--- src/rtl/tbx_pkg.sv ---
// ----------------------------------------------------------------------------
// Tag bracket expander package
// Widths, status and register codes, and the types shared by the expander.
// ----------------------------------------------------------------------------
package tbx_pkg;

  localparam int DEF_STACK_DEPTH = 32;
  localparam int DEF_TAG_WIDTH   = 16;

  localparam int TYPE_W     = 8;
  localparam int OFS_W      = 17;
  localparam int LEN_W      = 16;
  localparam int TAGIN_W    = 16;
  localparam int MARK_W     = 16;
  localparam int CFG_IDX_W  = 3;
  localparam int CFG_DATA_W = 16;

  // entries in the queue between front and back
  localparam int QUEUE_DEPTH = 2;

  localparam logic [1:0] ST_OK       = 2'd0;
  localparam logic [1:0] ST_NO_OPEN  = 2'd1;
  localparam logic [1:0] ST_UNCLOSED = 2'd2;
  localparam logic [1:0] ST_OVERFLOW = 2'd3;

  localparam logic [CFG_IDX_W-1:0] REG_OPEN_CODE   = 3'd0;
  localparam logic [CFG_IDX_W-1:0] REG_CLOSE_CODE  = 3'd1;
  localparam logic [CFG_IDX_W-1:0] REG_LPAREN_CODE = 3'd2;
  localparam logic [CFG_IDX_W-1:0] REG_RPAREN_CODE = 3'd3;
  localparam logic [CFG_IDX_W-1:0] REG_SYMBOL_CODE = 3'd4;
  localparam logic [CFG_IDX_W-1:0] REG_LEFT_MARK   = 3'd5;
  localparam logic [CFG_IDX_W-1:0] REG_RIGHT_MARK  = 3'd6;

  typedef struct packed {
    logic [TYPE_W-1:0] open_code;
    logic [TYPE_W-1:0] close_code;
    logic [TYPE_W-1:0] lparen_code;
    logic [TYPE_W-1:0] rparen_code;
    logic [TYPE_W-1:0] symbol_code;
    logic [MARK_W-1:0] left_mark;
    logic [MARK_W-1:0] right_mark;
  } tbx_cfg_t;

  // one classified token; for a bracket, tok_type is the paren code,
  // ofs the tag and len the mark of the symbol
  typedef struct packed {
    logic              expand;
    logic [TYPE_W-1:0] tok_type;
    logic [OFS_W-1:0]  ofs;
    logic [LEN_W-1:0]  len;
    logic [1:0]        status;
    logic              last;
  } tbx_entry_t;

endpackage

--- src/rtl/tag_bracket_expander_core.sv ---
// ----------------------------------------------------------------------------
// Tag bracket expander core
// Rewrites tagged brackets of a token stream into paren/symbol/paren runs.
// ----------------------------------------------------------------------------
// Ordinary tokens stream at one per clock while the output is ready; a tagged
// open or close bracket becomes three results, which leave the output
// register one after another before the back end takes the next queued
// token. The output register of the back end paces the stream; a two-entry
// queue between front and back lets the front keep taking tokens
// while results wait. The tag stack keeps its top in a register and the
// entries below it in a memory whose next entry is prefetched each cycle, so
// pushes and pops run back to back. Status reports close without open,
// unclosed at end and overflow on every result of the token that raised it.
// No clearing pass: the block is ready right after reset. Configuration
// writes are always taken and belong only in idle periods.
module tag_bracket_expander_core
  import tbx_pkg::*;
#(
  parameter int STACK_DEPTH = DEF_STACK_DEPTH,
  parameter int TAG_WIDTH   = DEF_TAG_WIDTH
) (
  input  logic                    clk,
  input  logic                    rst_n,
  input  logic                    in_valid,
  output logic                    in_ready,
  input  logic [TYPE_W-1:0]       in_token_type,
  input  logic signed [OFS_W-1:0] in_token_offset,
  input  logic [LEN_W-1:0]        in_token_length,
  input  logic [TAGIN_W-1:0]      in_tag_number,
  input  logic                    in_last_token,
  output logic                    out_valid,
  input  logic                    out_ready,
  output logic [TYPE_W-1:0]       out_type,
  output logic signed [OFS_W-1:0] out_offset,
  output logic [LEN_W-1:0]        out_length,
  output logic [1:0]              out_status,
  output logic                    out_run_end,
  output logic                    out_list_end,
  input  logic                    cfg_valid,
  output logic                    cfg_ready,
  input  logic [CFG_IDX_W-1:0]    cfg_index,
  input  logic [CFG_DATA_W-1:0]   cfg_data
);

  tbx_cfg_t   cfg_r;
  logic       q_push;
  logic       q_full;
  logic       q_valid;
  logic       q_pop;
  tbx_entry_t q_din;
  tbx_entry_t q_dout;

  assign cfg_ready = 1'b1;

  always_ff @(posedge clk) begin
    if (!rst_n) begin
      cfg_r.open_code   <= TYPE_W'(0);
      cfg_r.close_code  <= TYPE_W'(1);
      cfg_r.lparen_code <= TYPE_W'(2);
      cfg_r.rparen_code <= TYPE_W'(3);
      cfg_r.symbol_code <= TYPE_W'(4);
      cfg_r.left_mark   <= MARK_W'(0);
      cfg_r.right_mark  <= MARK_W'(1);
    end else if (cfg_valid && cfg_ready) begin
      unique case (cfg_index)
        REG_OPEN_CODE:   cfg_r.open_code   <= cfg_data[TYPE_W-1:0];
        REG_CLOSE_CODE:  cfg_r.close_code  <= cfg_data[TYPE_W-1:0];
        REG_LPAREN_CODE: cfg_r.lparen_code <= cfg_data[TYPE_W-1:0];
        REG_RPAREN_CODE: cfg_r.rparen_code <= cfg_data[TYPE_W-1:0];
        REG_SYMBOL_CODE: cfg_r.symbol_code <= cfg_data[TYPE_W-1:0];
        REG_LEFT_MARK:   cfg_r.left_mark   <= cfg_data[MARK_W-1:0];
        REG_RIGHT_MARK:  cfg_r.right_mark  <= cfg_data[MARK_W-1:0];
        default: begin
          // index beyond the register list: drop the write
        end
      endcase
    end
  end

  tbx_front #(
    .STACK_DEPTH (STACK_DEPTH),
    .TAG_WIDTH   (TAG_WIDTH)
  ) u_front (
    .clk             (clk),
    .rst_n           (rst_n),
    .cfg             (cfg_r),
    .in_valid        (in_valid),
    .in_ready        (in_ready),
    .in_token_type   (in_token_type),
    .in_token_offset (in_token_offset),
    .in_token_length (in_token_length),
    .in_tag_number   (in_tag_number),
    .in_last_token   (in_last_token),
    .q_full          (q_full),
    .q_push          (q_push),
    .q_entry         (q_din)
  );

  tbx_queue u_queue (
    .clk   (clk),
    .rst_n (rst_n),
    .push  (q_push),
    .din   (q_din),
    .full  (q_full),
    .valid (q_valid),
    .dout  (q_dout),
    .pop   (q_pop)
  );

  tbx_back u_back (
    .clk          (clk),
    .rst_n        (rst_n),
    .symbol_code  (cfg_r.symbol_code),
    .q_valid      (q_valid),
    .q_entry      (q_dout),
    .q_pop        (q_pop),
    .out_valid    (out_valid),
    .out_ready    (out_ready),
    .out_type     (out_type),
    .out_offset   (out_offset),
    .out_length   (out_length),
    .out_status   (out_status),
    .out_run_end  (out_run_end),
    .out_list_end (out_list_end)
  );

endmodule

--- src/rtl/tbx_queue.sv ---
// ----------------------------------------------------------------------------
// Tag bracket expander queue
// Short FIFO of classified tokens between the front and the back.
// ----------------------------------------------------------------------------
module tbx_queue
  import tbx_pkg::*;
(
  input  logic       clk,
  input  logic       rst_n,
  input  logic       push,
  input  tbx_entry_t din,
  output logic       full,
  output logic       valid,
  output tbx_entry_t dout,
  input  logic       pop
);

  localparam int QAW = (QUEUE_DEPTH > 1) ? $clog2(QUEUE_DEPTH) : 1;
  localparam int CW  = $clog2(QUEUE_DEPTH + 1);

  tbx_entry_t       slots [QUEUE_DEPTH];
  logic [QAW-1:0]   wptr_r, wptr_nxt;
  logic [QAW-1:0]   rptr_r, rptr_nxt;
  logic [CW-1:0]    count_r, count_nxt;

  assign valid = (count_r != '0);
  assign full  = (count_r == CW'(QUEUE_DEPTH));
  assign dout  = slots[rptr_r];

  always_comb begin
    wptr_nxt  = wptr_r;
    rptr_nxt  = rptr_r;
    count_nxt = count_r;
    if (push) begin
      wptr_nxt = (wptr_r == QAW'(QUEUE_DEPTH - 1)) ? '0 : wptr_r + 1'b1;
    end
    if (pop) begin
      rptr_nxt = (rptr_r == QAW'(QUEUE_DEPTH - 1)) ? '0 : rptr_r + 1'b1;
    end
    case ({push, pop})
      2'b10:   count_nxt = count_r + 1'b1;
      2'b01:   count_nxt = count_r - 1'b1;
      default: count_nxt = count_r;
    endcase
  end

  always_ff @(posedge clk) begin
    if (push) begin
      slots[wptr_r] <= din;
    end
  end

  always_ff @(posedge clk) begin
    if (!rst_n) begin
      wptr_r  <= '0;
      rptr_r  <= '0;
      count_r <= '0;
    end else begin
      wptr_r  <= wptr_nxt;
      rptr_r  <= rptr_nxt;
      count_r <= count_nxt;
    end
  end

endmodule

--- src/rtl/tbx_front.sv ---
// ----------------------------------------------------------------------------
// Tag bracket expander front
// Accepts tokens, classifies them and keeps the tag stack.
// ----------------------------------------------------------------------------
module tbx_front
  import tbx_pkg::*;
#(
  parameter int STACK_DEPTH = DEF_STACK_DEPTH,
  parameter int TAG_WIDTH   = DEF_TAG_WIDTH
) (
  input  logic               clk,
  input  logic               rst_n,
  input  tbx_cfg_t           cfg,
  input  logic               in_valid,
  output logic               in_ready,
  input  logic [TYPE_W-1:0]  in_token_type,
  input  logic [OFS_W-1:0]   in_token_offset,
  input  logic [LEN_W-1:0]   in_token_length,
  input  logic [TAGIN_W-1:0] in_tag_number,
  input  logic               in_last_token,
  input  logic               q_full,
  output logic               q_push,
  output tbx_entry_t         q_entry
);

  localparam int FW = $clog2(STACK_DEPTH + 1);
  localparam int AW = (STACK_DEPTH > 1) ? $clog2(STACK_DEPTH) : 1;

  // top of stack lives in top_r; entries below it live in stack_mem
  logic [TAG_WIDTH-1:0] stack_mem [STACK_DEPTH];
  logic [FW-1:0]        fill_r, fill_nxt;
  logic [TAG_WIDTH-1:0] top_r, top_nxt;
  logic [TAG_WIDTH-1:0] rd_r;
  logic                 byp_r;
  logic [TAG_WIDTH-1:0] byp_data_r;
  logic [TAG_WIDTH-1:0] top_below;
  logic [TAG_WIDTH-1:0] tag_in;
  logic                 wr_en;
  logic [AW-1:0]        waddr, raddr;
  logic                 accept;

  assign in_ready  = !q_full;
  assign accept    = in_valid && in_ready;
  assign q_push    = accept;
  assign tag_in    = TAG_WIDTH'(in_tag_number);
  assign top_below = byp_r ? byp_data_r : rd_r;
  assign waddr     = AW'(fill_r - 1'b1);
  // prefetch the entry that becomes the top after the next pop
  assign raddr     = AW'(fill_nxt - FW'(2));

  always_comb begin
    fill_nxt         = fill_r;
    top_nxt          = top_r;
    wr_en            = 1'b0;
    q_entry.expand   = 1'b0;
    q_entry.tok_type = in_token_type;
    q_entry.ofs      = in_token_offset;
    q_entry.len      = in_token_length;
    q_entry.status   = ST_OK;
    q_entry.last     = in_last_token;
    if (accept) begin
      if (in_token_type == cfg.open_code) begin
        q_entry.expand   = 1'b1;
        q_entry.tok_type = cfg.lparen_code;
        q_entry.ofs      = OFS_W'(tag_in);
        q_entry.len      = cfg.left_mark;
        if (fill_r == FW'(STACK_DEPTH)) begin
          q_entry.status = ST_OVERFLOW;
        end else begin
          wr_en    = (fill_r != '0);
          top_nxt  = tag_in;
          fill_nxt = fill_r + 1'b1;
        end
      end else if (in_token_type == cfg.close_code) begin
        q_entry.expand   = 1'b1;
        q_entry.tok_type = cfg.rparen_code;
        q_entry.len      = cfg.right_mark;
        if (fill_r == '0) begin
          q_entry.status = ST_NO_OPEN;
          q_entry.ofs    = '0;
        end else begin
          q_entry.ofs = OFS_W'(top_r);
          fill_nxt    = fill_r - 1'b1;
          top_nxt     = top_below;
        end
      end
      // drop whatever is left open at the end of the list
      if (in_last_token && fill_nxt != '0) begin
        fill_nxt = '0;
        if (q_entry.status == ST_OK) begin
          q_entry.status = ST_UNCLOSED;
        end
      end
    end
  end

  always_ff @(posedge clk) begin
    if (wr_en) begin
      stack_mem[waddr] <= top_r;
    end
    rd_r       <= stack_mem[raddr];
    byp_r      <= wr_en && (waddr == raddr);
    byp_data_r <= top_r;
    top_r      <= top_nxt;
  end

  always_ff @(posedge clk) begin
    if (!rst_n) begin
      fill_r <= '0;
    end else begin
      fill_r <= fill_nxt;
    end
  end

endmodule

--- src/rtl/tbx_back.sv ---
// ----------------------------------------------------------------------------
// Tag bracket expander back
// Expands queued tokens into result tokens through the output register.
// ----------------------------------------------------------------------------
module tbx_back
  import tbx_pkg::*;
(
  input  logic                clk,
  input  logic                rst_n,
  input  logic [TYPE_W-1:0]   symbol_code,
  input  logic                q_valid,
  input  tbx_entry_t          q_entry,
  output logic                q_pop,
  output logic                out_valid,
  input  logic                out_ready,
  output logic [TYPE_W-1:0]   out_type,
  output logic signed [OFS_W-1:0] out_offset,
  output logic [LEN_W-1:0]    out_length,
  output logic [1:0]          out_status,
  output logic                out_run_end,
  output logic                out_list_end
);

  typedef enum logic [1:0] {
    PH_FIRST,
    PH_SYM,
    PH_LAST
  } phase_t;

  phase_t            phase_r;
  logic              out_valid_r;
  logic [TYPE_W-1:0] type_r;
  logic [OFS_W-1:0]  ofs_r;
  logic [LEN_W-1:0]  len_r;
  logic [1:0]        status_r;
  logic              run_end_r;
  logic              list_end_r;
  logic              load;

  assign load  = !out_valid_r || out_ready;
  assign q_pop = load && q_valid && (!q_entry.expand || phase_r == PH_LAST);

  assign out_valid    = out_valid_r;
  assign out_type     = type_r;
  assign out_offset   = ofs_r;
  assign out_length   = len_r;
  assign out_status   = status_r;
  assign out_run_end  = run_end_r;
  assign out_list_end = list_end_r;

  always_ff @(posedge clk) begin
    if (!rst_n) begin
      phase_r     <= PH_FIRST;
      out_valid_r <= 1'b0;
    end else if (load) begin
      out_valid_r <= q_valid;
      if (q_valid) begin
        status_r <= q_entry.status;
        if (!q_entry.expand) begin
          type_r     <= q_entry.tok_type;
          ofs_r      <= q_entry.ofs;
          len_r      <= q_entry.len;
          run_end_r  <= 1'b1;
          list_end_r <= q_entry.last;
        end else begin
          unique case (phase_r)
            PH_FIRST: begin
              type_r     <= q_entry.tok_type;
              ofs_r      <= '1;
              len_r      <= '0;
              run_end_r  <= 1'b0;
              list_end_r <= 1'b0;
              phase_r    <= PH_SYM;
            end
            PH_SYM: begin
              type_r     <= symbol_code;
              ofs_r      <= q_entry.ofs;
              len_r      <= q_entry.len;
              run_end_r  <= 1'b0;
              list_end_r <= 1'b0;
              phase_r    <= PH_LAST;
            end
            PH_LAST: begin
              type_r     <= q_entry.tok_type;
              ofs_r      <= '1;
              len_r      <= '0;
              run_end_r  <= 1'b1;
              list_end_r <= q_entry.last;
              phase_r    <= PH_FIRST;
            end
            default: begin
              phase_r <= PH_FIRST;
            end
          endcase
        end
      end
    end
  end

endmodule

--- config.mk ---
export PLATFORM = sky130hd
export DESIGN_NAME = tag_bracket_expander_core
export DESIGN_NICKNAME = d
export VERILOG_FILES = /design/src/rtl/tbx_pkg.sv /design/src/rtl/tag_bracket_expander_core.sv /design/src/rtl/tbx_queue.sv /design/src/rtl/tbx_front.sv /design/src/rtl/tbx_back.sv
export SDC_FILE = /design/constraint.sdc
export NUM_CORES = 1
export LEC_CHECK = 0
export BUFFER_PORTS_ARGS = -buffer_cell sky130_fd_sc_hd__buf_2
export CAP_MARGIN = 0
export CORE_ASPECT_RATIO = 1.5
export CORE_MARGIN = 2
export CORE_UTILIZATION = 40
export CTS_BUF_LIST = sky130_fd_sc_hd__clkbuf_4 sky130_fd_sc_hd__clkbuf_8
export DETAILED_ROUTE_END_ITERATION = 6
export PLACE_DENSITY = 0.56
export REMOVE_ABC_BUFFERS = 1
export SLEW_MARGIN = 20
export SYNTH_ARGS = -nofsm -noshare
export SYNTH_HDL_FRONTEND = slang
export SYNTH_SLANG_ARGS = --single-unit
--- constraint.sdc ---
create_clock -name clk -period 11.5 [get_ports clk]
set_clock_uncertainty 0.2 [all_clocks]
set_input_delay 2.3 -clock clk [delete_from_list [all_inputs] [get_ports clk]]
set_output_delay 2.3 -clock clk [all_outputs]
set_load 0.005 [all_outputs]
==> summary.txt <==
STA
  • Period utilization: 66.19%
  • Max Slew Vio Count: 0
  • Unrepaired setup endpoints after global routing: false
  • Fmax: roughly 130 MHz
  • Worst hold margin: around 0.26 ns
  • Final setup viols: 0
  • Final hold violation count: 0
  • Crit path time final: 7.611 ns
  • Final setup margin: between 3 and 4 ns
  • Setup TNS: 0 ns
  • Rel. slew slack: 21.94%
  • Worst-Margin Slew: around 1.2 ns

Global route
  • Largest net degree at the start of global routing: approximately 120
  • Global Route Usage Sum: a little over a fifth
  • Vias in the first global route: approximately 19000
  • Initial antenna violation count: 1
  • Gr ovfl total: 0
  • First-pass GRT wire length: 122600 um

Finish
  • Nets: approximately 2400
  • Most common cell after layout, fill and taps aside: edfxtp_1
  • # fillers: between 6000 and 7000
  • Final Util: between 40% and 50%
  • Final Cell Area: between 30000 and 40000 um2
  • Fraction of layout cells with a size suffix above 1: ~20%
  • Commonest cells after routing, fill and taps aside: edfxtp_1, nand2_1, mux2i_1, nor2_1, buf_2
  • Area Growth Syn to Fin: 14.31%
  • Finished Layout Cells: 3403

CTS
  • Clk_lat worst skew: roughly 0.74 ns
  • Post-cts sizing count: 0
  • Hold-fix buffers, CTS: 0
  • Number of H-tree levels: 3
  • CTS sink count: 782
  • CTS Buf Count: between 100 and 150
  • CTS tree: done
  • Root buffer cell: clkbuf_8
  • CTS max path bufs: 3
  • Clock transition at path regs: around 0.060 ns
  • Post CTS Setup Buffer Count: 0

Job
  • Max Cap Viol: 0

Worst hold path
  • HP Class: flip-flop to flip-flop
  • Hold path depth: 2

Yosys
  • Sequential area share after synthesis: 71.31%
  • Netlist Area Pre-Place: 31260 um2
  • Top FF cell, synth: edfxtp_1
  • Synth cell types: 68
  • Synth top area share: between 60% and 70%
  • EDFF count, synth: approximately 660
  • Mapped Cells: roughly 2100
  • Synth Warn #: 0
  • FFs w/ async S/R, synth: 0%
  • Seq cells post-synth: 782
  • Top post-synthesis cells by area: edfxtp_1, mux2i_1, dfxtp_1
  • Leading area contributor after synthesis: edfxtp_1
  • Syn avg cell area: roughly 15 um2

Critical path
  • Crit Path Max Fanout: 70
  • Critical Path RT: 11.98 ns
  • Worst Setup End Kind: flip-flop
  • Critical Path Source Type: input port
  • Crit Path Class: input port to flip-flop
  • Worst EP arrival: between 8 and 9 ns
  • Worst r2r path cells: 14

Die
  • Die area: ~80000 um2
  • I/O pin count: 130
  • Die H: 346.4 um
  • Core area: 77420 um2
  • Die W: approximately 230 um
  • FP Rows: 125
  • Initial Util: between 40 and 50%

Placed design
  • Placed cell count: around 3200
  • Area of placed instances: around 33000 um2
  • GPL Wtd Cong: ~0.9
  • HPWL after detailed placement: about 53000 um
  • Buffers on Ports: roughly 130
  • Pre-CTS WS: 3.078 ns

Route
  • Vias per cell: between 5 and 6
  • Wire per inst: 24.70 um
  • DR vias: about 18000
  • DR pass1 iterations: 7
  • Antenna Nets Post-Route: 0
  • Initial DRC count: approximately 1400
  • Routed WL: about 84000 um
  • Drc violations: 0

Power
  • Power per cell area: approximately 160 nW/um2
  • Static leakage: 13.47 nW
  • Power Total: between 5 and 6 mW
  • Peak supply drop: 0.00008622 V

Status
  • Status: finished, final reports clean
==> path summary, 6_finish.rpt <==
path	from	endpoint	slack, ns
max	in_token_type[3]	u_front.rd_r[5]	3.89
min	cfg_r[9]	cfg_r[9]	0.26
max reg2reg	cfg_r[67]	u_front.rd_r[5]	5.24
min reg2reg	cfg_r[9]	cfg_r[9]	0.26
==> synthesized netlist by cell type, types with 8 or more instances <==
| cell type | number |
|---|---|
| edfxtp_1 | 663 |
| ha_1 | 8 |
| o22ai_1 | 17 |
| a32oi_1 | 14 |
| nor2_1 | 158 |
| xnor2_1 | 15 |
| nor3_1 | 9 |
| mux4_2 | 60 |
| clkbuf_1 | 66 |
| nand3_1 | 22 |
| xor2_1 | 12 |
| nand2_1 | 303 |
| nand2b_1 | 11 |
| a21oi_1 | 84 |
| buf_1 | 8 |
| o21ai_0 | 37 |
| buf_4 | 26 |
| a21boi_0 | 18 |
| inv_1 | 10 |
| a31oi_1 | 27 |
| dfxtp_1 | 119 |
| mux2i_1 | 286 |
| o32a_1 | 11 |
==> area by class of cell <==
cell class	instances	area [um2]	area share, %
diodes	2	5.005	0.01401
clock inverters	48	317.8	0.8894
flip-flops and latches	782	22290	62.39
multi-input cells	1169	8444	23.63
clock buffers	169	2063	5.774
repair buffers	203	1285	3.596
well taps	1016	1271	3.558
inverters	14	53.80	0.1506
==> where the power goes <==
part           internal (mW)  switching, mW
Sequential              3.18         0.0365
Combinational          0.137          0.246
Clock                   1.22           1.06
Total                   4.54           1.35
==> worst max-delay path, stage by stage <==
cell,delay [ns]
buf_2,0.12
xor2_1,0.15
nor4_2,0.68
and2_2,0.27
buf_4,0.62
a22oi_1,0.19
o211ai_2,0.12
buf_4,0.38
clkinv_2,0.48
ha_1,0.53
inv_2,0.46
buf_4,0.67
mux4_2,0.41
o22ai_1,0.43
o32a_1,0.21
==> flip-flops by register name, summed over array words and instances (netlist names), 2 cells and up, named ones only <==
name and cells:
u_front.rd_r 16, u_front.fill_r 6, u_queue.count_r 2, u_back.out_offset 17, u_queue.slots 90, u_back.out_type 8, u_front.stack_mem 512, u_back.out_length 16
u_front.top_r 16, cfg_r 72, u_back.phase_r 2, u_back.out_status 2, u_front.byp_data_r 16
==> routing by layer <==
| metal | share of wire (%) | vias to the layer above | track usage [%] | wire length (um) |
|---|---|---|---|---|
| met2 | 54 | 660 | 37.72 | 45010 |
| met3 | 5.1 | 145 | 3.022 | 4253 |
| met4 | 3.7 | 0 | 8.791 | 3151 |
| met5 | 0 | - | 0 | 0 |
| li1 | - | 8254 | - | - |
| met1 | 38 | 9323 | 24.27 | 31620 |
==> cell families after synthesis <==
group                    Yosys count  synth area share, %
flip-flops                       782                71.31
AND/OR/NAND/NOR                  537                7.037
multiplexers                     348                13.55
AO/OA/AOI/OAI                    248                5.160
buffers and inverters            122                1.849
XOR/XNOR                          27               0.7565
adder cells (fa/ha/maj)            8               0.3202
other                              1              0.01200
Power figures use the tool's default switching activity.
